`config.mk`:
```
export PLATFORM = sky130hd
export DESIGN_NAME = packed_file_header_validator_top
export DESIGN_NICKNAME = d
export VERILOG_FILES = /design/src/rtl/pfhv_pkg.sv /design/src/rtl/packed_file_header_validator_top.sv /design/src/rtl/pfhv_front.sv /design/src/rtl/pfhv_queue.sv /design/src/rtl/pfhv_back.sv
export SDC_FILE = /design/constraint.sdc
export NUM_CORES = 1
export LEC_CHECK = 0
export BUFFER_PORTS_ARGS = -buffer_cell sky130_fd_sc_hd__clkbuf_2
export CORE_UTILIZATION = 25
export DETAILED_ROUTE_END_ITERATION = 12
export HOLD_SLACK_MARGIN = 0.06
export SLEW_MARGIN = 40
export SYNTH_ARGS = -nofsm -noshare
export SYNTH_HDL_FRONTEND = slang
export SYNTH_SLANG_ARGS = --single-unit
```
`constraint.sdc`:
```
create_clock -name aclk -period 8.65 [get_ports aclk]
set_input_delay 1.2975 -clock aclk [delete_from_list [all_inputs] [get_ports aclk]]
set_output_delay 1.2975 -clock aclk [all_outputs]
set_load 0.005 [all_outputs]
```
`src/rtl/pfhv_pkg.sv`:
```
// Shared types and constants for the packed file header validator.
package pfhv_pkg;

    typedef enum logic [2:0] {
        REJ_OK     = 3'd0,
        REJ_SHORT  = 3'd1,
        REJ_MAGIC  = 3'd2,
        REJ_LENGTH = 3'd3,
        REJ_NAME   = 3'd4,
        REJ_EMPTY  = 3'd5
    } reject_t;

    localparam int unsigned NAME_AT     = 8;
    localparam int unsigned SIZE_AT     = 4;
    localparam int unsigned PARAM_BYTES = 10;
    localparam int unsigned POS_W       = 6;

    localparam logic [31:0] RAW_CEILING = 32'h1000_0000;
    localparam logic [7:0]  PRINT_LO    = 8'h20;
    localparam logic [7:0]  PRINT_HI    = 8'h7e;

    localparam logic [7:0] MAGIC_SIG [4] = '{8'h58, 8'h50, 8'h41, 8'h4b};

    // Gathered header, handed from the parser to the evaluator
    typedef struct packed {
        logic        magic_bad;
        logic        name_bad;
        logic [31:0] declared;
        logic [31:0] raw;
        logic [3:0]  name_len;
        logic [63:0] params_low;
        logic [15:0] params_high;
    } hdr_rec_t;

endpackage

```
`src/rtl/packed_file_header_validator_top.sv`:
```
// Top level of the packed file header validator: parser, record queue, evaluator.
//
// Input channel (s_*): one header byte per beat, offsets 0 to HDR-1 in order,
// where HDR = NAME_BYTES + 22 (35 with the default 13-byte name).
// Result channel (m_*): one beat per complete header, carrying the reject
// code, truncation flag, stream size, raw size, name length and parameters.
// Configuration: cfg_we writes cfg_wdata into the file length register on the
// same edge; write it only between headers.
// Throughput: one byte per cycle, sustained; the parser never holds a byte
// back unless the two-entry record queue is full.
// The record enters the queue on the edge that takes the last header
// byte; the classification stage and then the size stage with output register
// follow it, and m_valid rises once the record has passed through both.
// While m_ready is low the output register, the classification stage and the
// two queue entries hold up to four finished headers; then s_ready drops, even
// mid-header, until the receiver takes a beat.
// Reset (aresetn low at a clock edge) rearms the byte counter, empties the
// queue and pipeline, and clears the file length to zero.
module packed_file_header_validator_top
    import pfhv_pkg::*;
#(
    parameter int unsigned NAME_BYTES = 13
) (
    input  logic        aclk,
    input  logic        aresetn,

    input  logic        cfg_we,
    input  logic [31:0] cfg_wdata,

    input  logic        s_valid,
    output logic        s_ready,
    input  logic [7:0]  s_header_byte,

    output logic        m_valid,
    input  logic        m_ready,
    output logic [2:0]  m_reject_code,
    output logic        m_truncated,
    output logic [31:0] m_stream_size,
    output logic [31:0] m_raw_size,
    output logic [3:0]  m_name_length,
    output logic [63:0] m_params_low,
    output logic [15:0] m_params_high
);

    // file length register, already saturated upstream
    logic [31:0] file_length_reg;

    always_ff @(posedge aclk) begin
        if (!aresetn) begin
            file_length_reg <= '0;
        end else if (cfg_we) begin
            file_length_reg <= cfg_wdata;
        end
    end

    // parser -> queue
    logic     fr_valid, fr_ready;
    hdr_rec_t fr_rec;
    // queue -> evaluator
    logic     qb_valid, qb_ready;
    hdr_rec_t qb_rec;

    pfhv_front #(
        .NAME_BYTES (NAME_BYTES)
    ) u_front (
        .aclk       (aclk),
        .aresetn    (aresetn),
        .byte_valid (s_valid),
        .byte_data  (s_header_byte),
        .byte_ready (s_ready),
        .rec_valid  (fr_valid),
        .rec        (fr_rec),
        .rec_ready  (fr_ready)
    );

    // decouples the byte stream from result back-pressure
    pfhv_queue u_queue (
        .aclk     (aclk),
        .aresetn  (aresetn),
        .wr_valid (fr_valid),
        .wr_data  (fr_rec),
        .wr_ready (fr_ready),
        .rd_valid (qb_valid),
        .rd_data  (qb_rec),
        .rd_ready (qb_ready)
    );

    pfhv_back #(
        .NAME_BYTES (NAME_BYTES)
    ) u_back (
        .aclk            (aclk),
        .aresetn         (aresetn),
        .file_length     (file_length_reg),
        .rec_valid       (qb_valid),
        .rec             (qb_rec),
        .rec_ready       (qb_ready),
        .res_valid       (m_valid),
        .res_ready       (m_ready),
        .res_code        (m_reject_code),
        .res_truncated   (m_truncated),
        .res_stream_size (m_stream_size),
        .res_raw_size    (m_raw_size),
        .res_name_length (m_name_length),
        .res_params_low  (m_params_low),
        .res_params_high (m_params_high)
    );

endmodule

```
`src/rtl/pfhv_front.sv`:
```
// Byte parser: walks the header one beat at a time and emits one gathered record.
module pfhv_front
    import pfhv_pkg::*;
#(
    parameter int unsigned NAME_BYTES = 13
) (
    input  logic              aclk,
    input  logic              aresetn,
    input  logic              byte_valid,
    input  logic [7:0]        byte_data,
    output logic              byte_ready,
    output logic              rec_valid,
    output hdr_rec_t          rec,
    input  logic              rec_ready
);

    localparam int unsigned RAW_AT   = NAME_AT + NAME_BYTES;
    localparam int unsigned PARAM_AT = RAW_AT + 4;
    localparam int unsigned HDR      = PARAM_AT + PARAM_BYTES;
    localparam int unsigned NCW      = $clog2(NAME_BYTES + 1);

    logic [POS_W-1:0] pos_reg, pos_next;
    logic             magic_bad_reg, magic_bad_next;
    logic             name_bad_reg, name_bad_next;
    logic [31:0]      declared_reg, declared_next;
    logic [31:0]      raw_reg, raw_next;
    logic             padding_reg, padding_next;
    logic [NCW-1:0]   count_reg, count_next;
    logic [63:0]      plow_reg, plow_next;
    logic [15:0]      phigh_reg, phigh_next;

    logic             take;
    logic             last;
    logic [POS_W-1:0] size_off, raw_off, param_off;
    logic [4:0]       count_ext;

    assign byte_ready = rec_ready;
    assign take       = byte_valid && byte_ready;
    assign last       = (pos_reg == POS_W'(HDR - 1));
    assign size_off   = pos_reg - POS_W'(SIZE_AT);
    assign raw_off    = pos_reg - POS_W'(RAW_AT);
    assign param_off  = pos_reg - POS_W'(PARAM_AT);

    always_comb begin
        magic_bad_next = magic_bad_reg;
        name_bad_next  = name_bad_reg;
        declared_next  = declared_reg;
        raw_next       = raw_reg;
        padding_next   = padding_reg;
        count_next     = count_reg;
        plow_next      = plow_reg;
        phigh_next     = phigh_reg;

        if (pos_reg < POS_W'(SIZE_AT)) begin
            if (byte_data != MAGIC_SIG[pos_reg[1:0]]) begin
                magic_bad_next = 1'b1;
            end
        end else if (pos_reg < POS_W'(NAME_AT)) begin
            declared_next[8*size_off[1:0] +: 8] = byte_data;
        end else if (pos_reg < POS_W'(RAW_AT)) begin
            if (!padding_reg) begin
                if (byte_data == 8'h00) begin
                    padding_next = 1'b1;
                end else if (byte_data >= PRINT_LO && byte_data <= PRINT_HI) begin
                    count_next = count_reg + NCW'(1);
                end else begin
                    name_bad_next = 1'b1;
                end
            end else if (byte_data != 8'h00) begin
                name_bad_next = 1'b1;
            end
            // empty name caught on the last name byte
            if (pos_reg == POS_W'(RAW_AT - 1) && count_next == '0) begin
                name_bad_next = 1'b1;
            end
        end else if (pos_reg < POS_W'(PARAM_AT)) begin
            raw_next[8*raw_off[1:0] +: 8] = byte_data;
        end else begin
            if (!param_off[3]) begin
                plow_next[8*param_off[2:0] +: 8] = byte_data;
            end else begin
                phigh_next[8*param_off[0] +: 8] = byte_data;
            end
        end

        pos_next = pos_reg + POS_W'(1);
    end

    assign count_ext       = 5'(count_next);
    assign rec_valid       = take && last;
    assign rec.magic_bad   = magic_bad_next;
    assign rec.name_bad    = name_bad_next;
    assign rec.declared    = declared_next;
    assign rec.raw         = raw_next;
    assign rec.name_len    = count_ext[3:0];
    assign rec.params_low  = plow_next;
    assign rec.params_high = phigh_next;

    always_ff @(posedge aclk) begin
        if (!aresetn || (take && last)) begin
            pos_reg       <= '0;
            magic_bad_reg <= 1'b0;
            name_bad_reg  <= 1'b0;
            declared_reg  <= '0;
            raw_reg       <= '0;
            padding_reg   <= 1'b0;
            count_reg     <= '0;
            plow_reg      <= '0;
            phigh_reg     <= '0;
        end else if (take) begin
            pos_reg       <= pos_next;
            magic_bad_reg <= magic_bad_next;
            name_bad_reg  <= name_bad_next;
            declared_reg  <= declared_next;
            raw_reg       <= raw_next;
            padding_reg   <= padding_next;
            count_reg     <= count_next;
            plow_reg      <= plow_next;
            phigh_reg     <= phigh_next;
        end
    end

endmodule

```
`src/rtl/pfhv_queue.sv`:
```
// Two-entry record queue between parser and evaluator.
module pfhv_queue
    import pfhv_pkg::*;
(
    input  logic     aclk,
    input  logic     aresetn,
    input  logic     wr_valid,
    input  hdr_rec_t wr_data,
    output logic     wr_ready,
    output logic     rd_valid,
    output hdr_rec_t rd_data,
    input  logic     rd_ready
);

    hdr_rec_t   mem_reg [2];
    logic       wr_ptr_reg, wr_ptr_next;
    logic       rd_ptr_reg, rd_ptr_next;
    logic [1:0] fill_reg, fill_next;
    logic       push, pop;

    assign wr_ready = (fill_reg != 2'd2);
    assign rd_valid = (fill_reg != 2'd0);
    assign rd_data  = mem_reg[rd_ptr_reg];
    assign push     = wr_valid && wr_ready;
    assign pop      = rd_valid && rd_ready;

    always_comb begin
        wr_ptr_next = push ? ~wr_ptr_reg : wr_ptr_reg;
        rd_ptr_next = pop ? ~rd_ptr_reg : rd_ptr_reg;
        fill_next   = fill_reg + 2'(push) - 2'(pop);
    end

    always_ff @(posedge aclk) begin
        if (push) begin
            mem_reg[wr_ptr_reg] <= wr_data;
        end
    end

    always_ff @(posedge aclk) begin
        if (!aresetn) begin
            wr_ptr_reg <= 1'b0;
            rd_ptr_reg <= 1'b0;
            fill_reg   <= 2'd0;
        end else begin
            wr_ptr_reg <= wr_ptr_next;
            rd_ptr_reg <= rd_ptr_next;
            fill_reg   <= fill_next;
        end
    end

endmodule

```
`src/rtl/pfhv_back.sv`:
```
// Evaluator: two-stage reject classification and size arithmetic, registered result.
module pfhv_back
    import pfhv_pkg::*;
#(
    parameter int unsigned NAME_BYTES = 13
) (
    input  logic        aclk,
    input  logic        aresetn,
    input  logic [31:0] file_length,
    input  logic        rec_valid,
    input  hdr_rec_t    rec,
    output logic        rec_ready,
    output logic        res_valid,
    input  logic        res_ready,
    output logic [2:0]  res_code,
    output logic        res_truncated,
    output logic [31:0] res_stream_size,
    output logic [31:0] res_raw_size,
    output logic [3:0]  res_name_length,
    output logic [63:0] res_params_low,
    output logic [15:0] res_params_high
);

    localparam int unsigned HDR      = NAME_AT + NAME_BYTES + 4 + PARAM_BYTES;
    localparam logic [31:0] HDR_W    = 32'(HDR);
    localparam logic [31:0] MIN_FILE = 32'(HDR + 1);

    // stage A
    logic        a_valid_reg;
    reject_t     a_code_reg, a_code_next;
    logic        a_trunc_reg, a_trunc_next;
    logic [31:0] a_limit_reg, a_limit_next;
    logic [31:0] a_raw_reg;
    logic [3:0]  a_nlen_reg;
    logic [63:0] a_plow_reg;
    logic [15:0] a_phigh_reg;
    logic        a_ready;

    // stage B / result
    logic        b_valid_reg;
    reject_t     b_code_next;
    logic [2:0]  b_code_reg;
    logic        b_trunc_reg;
    logic [31:0] b_stream_reg, b_stream_next;
    logic [31:0] b_raw_reg;
    logic [3:0]  b_nlen_reg;
    logic [63:0] b_plow_reg;
    logic [15:0] b_phigh_reg;
    logic        b_ready;
    logic        b_ok;

    assign b_ready   = !b_valid_reg || res_ready;
    assign a_ready   = !a_valid_reg || b_ready;
    assign rec_ready = a_ready;

    always_comb begin
        a_trunc_next = (rec.declared > file_length);
        a_limit_next = a_trunc_next ? file_length : rec.declared;
        if (file_length < MIN_FILE) begin
            a_code_next = REJ_SHORT;
        end else if (rec.magic_bad) begin
            a_code_next = REJ_MAGIC;
        end else if (rec.declared < MIN_FILE || rec.raw == '0 || rec.raw > RAW_CEILING) begin
            a_code_next = REJ_LENGTH;
        end else if (rec.name_bad) begin
            a_code_next = REJ_NAME;
        end else begin
            a_code_next = REJ_OK;
        end
    end

    always_comb begin
        b_code_next   = a_code_reg;
        b_stream_next = a_limit_reg - HDR_W;
        if (a_code_reg == REJ_OK && a_limit_reg <= HDR_W) begin
            b_code_next = REJ_EMPTY;
        end
    end
    assign b_ok = (b_code_next == REJ_OK);

    always_ff @(posedge aclk) begin
        if (a_ready) begin
            a_code_reg  <= a_code_next;
            a_trunc_reg <= a_trunc_next;
            a_limit_reg <= a_limit_next;
            a_raw_reg   <= rec.raw;
            a_nlen_reg  <= rec.name_len;
            a_plow_reg  <= rec.params_low;
            a_phigh_reg <= rec.params_high;
        end
        if (b_ready) begin
            b_code_reg   <= b_code_next;
            // rejected headers report zero in every other field
            b_trunc_reg  <= b_ok && a_trunc_reg;
            b_stream_reg <= b_ok ? b_stream_next : '0;
            b_raw_reg    <= b_ok ? a_raw_reg : '0;
            b_nlen_reg   <= b_ok ? a_nlen_reg : '0;
            b_plow_reg   <= b_ok ? a_plow_reg : '0;
            b_phigh_reg  <= b_ok ? a_phigh_reg : '0;
        end
    end

    always_ff @(posedge aclk) begin
        if (!aresetn) begin
            a_valid_reg <= 1'b0;
            b_valid_reg <= 1'b0;
        end else begin
            if (a_ready) begin
                a_valid_reg <= rec_valid;
            end
            if (b_ready) begin
                b_valid_reg <= a_valid_reg;
            end
        end
    end

    assign res_valid       = b_valid_reg;
    assign res_code        = b_code_reg;
    assign res_truncated   = b_trunc_reg;
    assign res_stream_size = b_stream_reg;
    assign res_raw_size    = b_raw_reg;
    assign res_name_length = b_nlen_reg;
    assign res_params_low  = b_plow_reg;
    assign res_params_high = b_phigh_reg;

endmodule
```
# ---- After elaboration in Yosys (flattened, before gate mapping)
# Memory sizes are Yosys's and may differ from the RTL's. A register that Yosys moved wholly into a read port is not among the register bits.
# Index checks and enable logic that the tools add are counted.
dict set report op_classes {
  n_shift 8
  magnitude_cmp 12
  reduce_logical 25
  n_mux 53
  bitwise_logic 5
  addsub 12
  eq_ne 4
}
# op n
set ops {}
lappend ops {{$mux 64} 5}
lappend ops {{$mux 32} 7}
lappend ops {{$mux 16} 5}
lappend ops {{$neg 5->34} 2}
lappend ops {{$shift 8x34->32 const A} 2}
lappend ops {{$shiftx 8x34->32} 2}
lappend ops {{$bwmux 32} 2}
lappend ops {{$bwmux 64} 1}
lappend ops {{$lt 32x6->1 const B} 2}
lappend ops {{$shift 8x34->64 const A} 1}
lappend ops {{$shiftx 8x34->64} 1}
lappend ops {{$mux 4} 9}
lappend ops {{$neg 4->34} 1}
lappend ops {{$neg 6->34} 1}
lappend ops {{$shift 8x34->16 const A} 1}
lappend ops {{$shiftx 8x34->16} 1}
lappend ops {{$gt 32x29->1 const B} 1}
lappend ops {{$gt 32x32->1} 1}
lappend ops {{$le 32x6->1 const B} 1}
lappend ops {{$logic_not 32->1} 1}
lappend ops {{$sub 32x6->32 const B} 1}
lappend ops {{$bmux 8 s2} 1}
lappend ops {{$bwmux 16} 1}
lappend ops {{$mux 1} 16}
lappend ops {{31 further kinds} 53}
dict set report word_totals {
  reg_bits 499
  inputBits 45
  ramBits 300
  n_memories 1
}
# name words word_bits rd rd_clocked_by_memory_dff wr line_no
set mem_list {}
lappend mem_list {u_queue.mem_reg 2 150 1 1 1 pfhv_queue.sv:15} ;# hdr_rec_t mem_reg [2];

# ---- Longest topological paths before layout
# Gate-level depths: netlist of run 1.
dict set report depth {
  ltp_word 14
  mapped_depth 14
  mapped_depth_nobuf 10
}

# ---- Modules after synthesis
# A second synthesis of run 1 with hierarchy kept.
dict set report unflattened {
  hier_cells 2408
  area_unflattened_um2 33613.5
}
# mod seq_area_each_um2 area_per_inst_um2 cells_per_inst instances
set modules_own_cells {}
lappend modules_own_cells {pfhv_back 9168.8 12294.3 765 1}
lappend modules_own_cells {pfhv_queue 9108.7 11501.0 497 1}
lappend modules_own_cells {pfhv_front 3143.0 8574.5 1043 1}
lappend modules_own_cells {packed_file_header_validator_top 640.6 1243.7 103 1}

# ---- Least setup slack after synthesis of run 1
# No wires, ideal clock.
dict set report synth_timing {
  path_kind {in2reg}
  startpoint {in s_valid}
  endpoint {mem u_queue.mem_reg[0][0] (netlist bit), enable pin}
  required_ns 7.986
  arrival_ns 7.910
  stages 3
  setup_slack_ns 0.076
  cell_sequence {and2_1 > nand4_1 > nor2_1}
}
dict set report synth_between {
  elab_chain_len 5
}
# element line_no
set synth_lines {}
lappend synth_lines {{start, declared} packed_file_header_validator_top.sv:30} ;# input logic s_valid,
lappend synth_lines {{$logic_and 1x1->1} pfhv_front.sv:38} ;# assign take = byte_valid && byte_ready;
lappend synth_lines {{$logic_and 1x1->1} pfhv_front.sv:90} ;# assign rec_valid = take && last;
lappend synth_lines {{$logic_and 1x1->1} pfhv_queue.sv:24} ;# assign push = wr_valid && wr_ready;
lappend synth_lines {{$mux 1} pfhv_queue.sv:34} ;# if (push) begin
lappend synth_lines {{$mux 1 (implied by the code)} pfhv_queue.sv:35} ;# mem_reg[wr_ptr_reg] <= wr_data;
lappend synth_lines {{end, declared} pfhv_queue.sv:15}
# Every way passes these cells.

==> results.json, run 1 <==
{
  "status": "complete, no violations",
  "setup_viol": 0,
  "switching_share": 0.212,
  "cts_max_path_buffers": 3,
  "multiInputGateArea_um2": 10000,
  "fill_cells": 13000,
  "seqPwrFrac": 0.498,
  "hold_path.class": "flip-flop to flip-flop",
  "instances_no_fill": 4423,
  "power_frac_clock": 0.471,
  "grtUsageTotal": 0.119,
  "crit_path_start_kind": "flip-flop",
  "dp.cells": 4255,
  "ys.flop_type": "edfxtp_1",
  "final_common_cell": "edfxtp_1",
  "hold_buffers": 0,
  "comb_power_share": 0.031,
  "drt_iter0_drc": 1150,
  "grt_max_degree": 120,
  "yosysUniqueCellTypes": 59,
  "cp.required_ps": 9040,
  "end_kind": "flip-flop",
  "maxCapViolCount": 0,
  "antenna_found_initial": 7,
  "min_period_ps": 3760,
  "drcViolationCount": 0,
  "drive_above_1_share": 0.232,
  "drtPass1Iterations": 8,
  "synth_async_sr_flop_share": 0,
  "ys_seq_area_frac": 0.674,
  "cp-endpoint": "u_back.a_limit_reg[12]$_DFFE_PN_",
  "path_clk_slew_ps": 60,
  "rsz0062_at_grt": "false",
  "setup-tns-final_ps": 0,
  "io_pins": 199,
  "max_clock_freq_ghz": 0.266,
  "clock_skew_ps": 30.1,
  "synth_enable_flop_cells": 604,
  "grt-ovfl-total": 0,
  "drv_slew": 0,
  "ir_worst_vdd_v": 0.000127,
  "dp_hpwl_um": 54400,
  "cts_inserted_buffers": 88,
  "worst_pin_slew_ps": 815,
  "fp.dieW_um": 364,
  "via_per_inst": 4.39,
  "ys_warn_count": 0,
  "r2r_cells": 9,
  "powerDensity_nw_per_um2": 214,
  "initial_core_util": 0.252,
  "internal_power_w": 0.00652,
  "clkLatencyLatePin_ps": 650,
  "seqCellArea_um2": 22100,
  "crit_type": "flip-flop to flip-flop",
  "synthCells": 2439,
  "row_count": 132,
  "critPathArrivalTime_ps": 4150,
  "ys_seq_elements": 800,
  "r2r_slack_ps": 4890,
  "cts_resized": 0,
  "netlist_area_um2": 32700,
  "grt_pass1_vias": 19100,
  "cts_tree": "yes",
  "reg2reg_to": "u_back.a_limit_reg[12]$_DFFE_PN_",
  "p_switching_w": 0.00176,
  "slew_headroom": 0.457,
  "fp.dieArea_um2": 132000,
  "cts_setup_buffers": 0,
  "area_delta_synth_final_pct": 18.3,
  "clock-sinks": 800,
  "antenna_left": 0,
  "port_buffers": 198,
  "drt_wl_total_um": 80800,
  "grt_pass1_wl_um": 120000,
  "die_h_um": 364,
  "gp_congestion": 0.804,
  "hold_viol": 0,
  "cts_max_level": 3,
  "nets": 2692,
  "syn_area_per_cell_um2": 13.4,
  "post-route-period-util": 0.435,
  "largest_reg_flops": 300,
  "layout_common_cells": "edfxtp_1 (604), mux2_2 (230), nand2_1 (220), clkbuf_2 (197), dfxtp_1 (195)",
  "wire_per_inst_um": 18.3,
  "vias": 19400,
  "cellLeakagePower_nw": 15.6,
  "core_area_um2": 130000,
  "critPathMaxFanout": 38,
  "cts_root_buf": "clkbuf_16",
  "syn_nets": 2527
}
==> Yosys cell counts, types with 2 or more instances <==
library cell,count,area [um2]
a221oi_1,2,17.5
clkbuf_1,111,417
ha_1,43,538
nand4_1,19,119
a21boi_0,2,15.0
o21ai_0,85,425
and3_1,120,751
nand3_1,88,440
nor4_1,39,244
mux2_2,230,2590
nor2b_1,41,257
or4_1,3,22.5
dfxtp_1,196,3920
nor2_1,142,533
nor3_1,35,175
or2_2,4,25.0
nand2b_1,36,225
buf_1,19,71.3
o211ai_1,3,22.5
xnor2_1,29,254
inv_1,43,161
nor4_4,3,63.8
mux2i_1,51,510
o31ai_1,68,510
nor3b_1,5,37.5
a41oi_1,2,17.5
xor2_1,17,149
a21o_1,3,22.5
o21a_1,3,22.5
nor3_2,3,30.0
o41ai_1,2,17.5
o211a_1,31,310
or3_4,2,22.5
a31oi_1,3,18.8
edfxtp_1,604,18100
nand2_1,224,841
and2_1,18,113
buf_2,15,75.1
or3b_2,2,17.5
or3_1,6,37.5
a21oi_1,67,335
nand3b_1,3,22.5
==> routing by layer <==
metal / routed length, um / GRT usage
met5: 59 / 0
met4: 1620 / 0.0338
met3: 4000 / 0.0249
met2: 39600 / 0.200
met1: 35500 / 0.155
==> how the worst min path moves through the flow <==
stage                                            endpoint  slack, ps                             startpoint  cells after the start
floorplan               u_front.phigh_reg[0]$_SDFFE_PP0P_        430      u_front.phigh_reg[0]$_SDFFE_PP0P_                      2
global placement          u_front.raw_reg[1]$_SDFFE_PP0P_        440        u_front.raw_reg[1]$_SDFFE_PP0P_                      2
detailed placement      u_front.phigh_reg[7]$_SDFFE_PP0P_        440      u_front.phigh_reg[7]$_SDFFE_PP0P_                      2
CTS                     u_front.phigh_reg[7]$_SDFFE_PP0P_        450      u_front.phigh_reg[7]$_SDFFE_PP0P_                      2
global route        u_front.declared_reg[19]$_SDFFE_PP0P_        470  u_front.declared_reg[19]$_SDFFE_PP0P_                      2
finish                  u_front.phigh_reg[0]$_SDFFE_PP0P_        450      u_front.phigh_reg[0]$_SDFFE_PP0P_                      2
==> power by group through the flow <==
stage          sequential [W]  clock, W  combinational, W
2_1_floorplan         0.00419         0          0.000173
3_3_place_gp          0.00420         0          0.000257
3_5_place_dp          0.00420         0          0.000261
4_1_cts               0.00412   0.00400          0.000262
5_1_grt               0.00412   0.00415          0.000284
6_report              0.00412   0.00390          0.000260
==> metrics by stage <==
step	worst slack [ps]	total power, W	cell area (um2)	utilization	hold slack [ps]
after floorplan	75.7	0.00437	32700	-	433
after global placement	4240	0.00446	35500	0.274	438
after detailed placement	4350	0.00447	35600	0.275	445
after CTS	4850	0.00839	38700	0.298	452
after global routing	4600	0.00856	38700	0.299	471
final	4890	0.00828	38700	0.299	450
==> cells by family after synthesis <==
| family | synth area share |
|---|---|
| AOI/OAI and AO/OA | 0.0553 |
| xor gates and xnor gates | 0.0128 |
| adders and majority gates | 0.0164 |
| buffers and inverters | 0.0221 |
| DFF | 0.674 |
| muxes | 0.0947 |
| and+or+nand+nor | 0.125 |
==> worst max-delay path: stages (launching register included) <==
cell and delay, ps:
dfxtp_4 660, mux2_2 410, ha_1 310, nand4_1 170, nor4_1 580, nand2_1 200
a21boi_0 210, a31oi_4 380, buf_8 220, mux2_2 360
==> area by class of cell <==
class	count	area share
diodes	1	0.0000646
clock buffers	108	0.0598
clock inverters	58	0.0192
inverters	43	0.00430
multi-input cells	1451	0.259
flip-flops and latches	800	0.570
well taps	1742	0.0563
repair buffers	220	0.0314
Note: power is estimated with default switching activity, not from simulation.
==> run 2, diff against run 1 <==
==> constraint.sdc (replaced) <==
create_clock -name aclk -period 3.25 [get_ports aclk]
set_input_delay 0.4875 -clock aclk [delete_from_list [all_inputs] [get_ports aclk]]
set_output_delay 0.4875 -clock aclk [all_outputs]
set_load 0.005 [all_outputs]
==> run 2 against run 1 <==
The flow now finishes with violations (setup timing). Clock skew rose by 23 ps. Worst setup slack got worse by 4900 ps. Combinational power grew to 3.0 times the previous value. Register-to-register slack worse by 4900 ps. Critical path type unchanged. Largest power group unchanged. Highest routed layer unchanged.
==> results.json, run 2 (same netlist as run 1, synthesis figures left out) <==
{
  "critPathArrivalTime_ps": 3660,
  "nets": 2768,
  "whs_ps": 105,
  "r2r_slack_ps": -30,
  "dp_hpwl_um": 56500,
  "layout_setup_ws_ps": -30.0,
  "drcViolationCount": 0,
  "slew_headroom": 0.476,
  "path_clk_slew_ps": 60,
  "clkLatencyLatePin_ps": 680,
  "layout_common_cells": "edfxtp_1 (604), mux2_2 (226), nand2_1 (220), clkbuf_2 (198), dfxtp_1 (194)",
  "grt_max_degree": 122,
  "antenna_left": 0,
  "core_area_um2": 130000,
  "largest_reg_flops": 300,
  "cp.required_ps": 3630,
  "row_count": 132,
  "post-route-period-util": 1.01,
  "hold_depth": 3,
  "cts_inserted_buffers": 86,
  "cts_max_path_buffers": 3,
  "min_period_ps": 3280,
  "vias": 20000,
  "max_clock_freq_ghz": 0.305,
  "clock_skew_ps": 53.2,
  "hold_path.class": "primary input to flip-flop",
  "cts_root_buf": "clkbuf_16",
  "drt_wl_total_um": 83700,
  "maxCapViolCount": 0,
  "clock-sinks": 800,
  "drt_iter0_drc": 1771,
  "r2r_cells": 11,
  "fp.dieW_um": 364,
  "critPathMaxFanout": 8,
  "grt_pass1_vias": 19600,
  "io_pins": 199,
  "die_h_um": 364,
  "fp.dieArea_um2": 132000,
  "crit_type": "flip-flop to flip-flop",
  "grt-ovfl-total": 0,
  "holdPathEnd": "file_length_reg[2]$_SDFFE_PN0P_",
  "worst_pin_slew_ps": 786,
  "ir_worst_vdd_v": 0.000432,
  "end_kind": "flip-flop",
  "fill_cells": 12900,
  "port_buffers": 198,
  "power_w": 0.0216,
  "via_per_inst": 4.45,
  "antenna_found_initial": 8,
  "gp_congestion": 0.828,
  "powerDensity_nw_per_um2": 543,
  "setup_viol": 13,
  "wire_per_inst_um": 18.6,
  "grt_pass1_wl_um": 124000,
  "reg2reg_to": "u_back.a_limit_reg[30]$_DFFE_PN_",
  "fin_util": 0.306,
  "min-delay-start": "cfg_wdata[2]",
  "grtUsageTotal": 0.123,
  "initial_core_util": 0.252,
  "cellLeakagePower_nw": 16.0,
  "final_common_cell": "edfxtp_1",
  "drive_above_1_share": 0.256,
  "cts_tree": "yes",
  "hold_viol": 0,
  "status": "finished, violations left",
  "drv_slew": 0,
  "cts_max_level": 3,
  "area_delta_synth_final_pct": 21.2,
  "drtPass1Iterations": 5,
  "rsz0062_at_grt": "true",
  "violations": "setup timing",
  "crit_path_start_kind": "flip-flop"
}
[run 2: cell count changes in the layout (fill, tap and decap cells not counted), sizes merged]
cell         change
bufinv           -7
inv              -5
dlygate4sd3      +3
buf             +73
clkinvlp         -1
clkinv           +3
clkbuf           +8
diode            +2
[run 2: worst max path at each step]
stage	startpoint	endpoint	slack (ps)
3_5_place_dp	flip-flop	u_back.a_limit_reg[8]$_DFFE_PN_	-90
3_3_place_gp	flip-flop	u_back.a_limit_reg[25]$_DFFE_PN_	-30
6_report	flip-flop	u_back.a_limit_reg[30]$_DFFE_PN_	-30
5_1_grt	flip-flop	u_back.a_limit_reg[30]$_DFFE_PN_	-90
2_1_floorplan	u_front.pos_reg[0]$_SDFFE_PP0P_	u_queue.mem_reg[0][0]$_DFFE_PP_	-730
4_1_cts	flip-flop	u_back.a_limit_reg[25]$_DFFE_PN_	20
[run 2: repair_timing]
action | CTS | global route
setup endpoints to repair | 31 | 31
setup buffers | 3 | 3
pin swaps | 0 | 2
gates resized for setup | 0 | 29
hold buffers | 3 | 0
gates cloned | 0 | 4
hold endpoints to repair | 3 | 0
[run 2: cell type report]
class,instances,area (um2),area share
inverter,43,168,0.00423
timing repair buffer,298,2120,0.0535
tap,1742,2180,0.0549
clock inverter,48,597,0.0150
antenna,3,7.51,0.000189
multi-input combinational,1451,10200,0.258
clock buffer,114,2310,0.0582
sequential,800,22100,0.556
[run 2: critical path, cell delays in order (launching register included)]
cell and delay (ps):
dfxtp_4 430, clkbuf_16 170, mux2_2 370, ha_1 300
nand4_1 160, buf_4 140, a2111oi_2 40, or4b_4 530
a31oi_4 230, buf_12 160, clkbuf_16 150, mux2_2 320
[run 2: where the power goes]
| part | total [W] | internal [W] | switching (W) | leakage (nW) |
|---|---|---|---|---|
| clock network | 0.00981 | 0.00565 | 0.00415 | 1.39 |
| registers | 0.0110 | 0.0109 | 0.0000478 | 8.49 |
| logic | 0.000789 | 0.000253 | 0.000537 | 6.13 |
[run 2: through the flow]
| stage | setup slack, ps | area [um2] | setup TNS (ps) | std cells |
|---|---|---|---|---|
| floorplan | -734 | 32900 | -117000 | 2439 |
| global placement | -27.7 | 36300 | -555 | 4321 |
| detailed placement | -87.4 | 36400 | -2150 | 4321 |
| CTS | 20.5 | 39300 | 0 | 4489 |
| global route | -91.4 | 39700 | -1850 | 4496 |
| finish | -30.0 | 39700 | -160 | 4499 |
[run 2: layer usage]
metal,global-route usage,wire (um)
met5,0,59
met1,0.160,36600
met3,0.0224,4730
met2,0.208,40700
met4,0.0332,1630
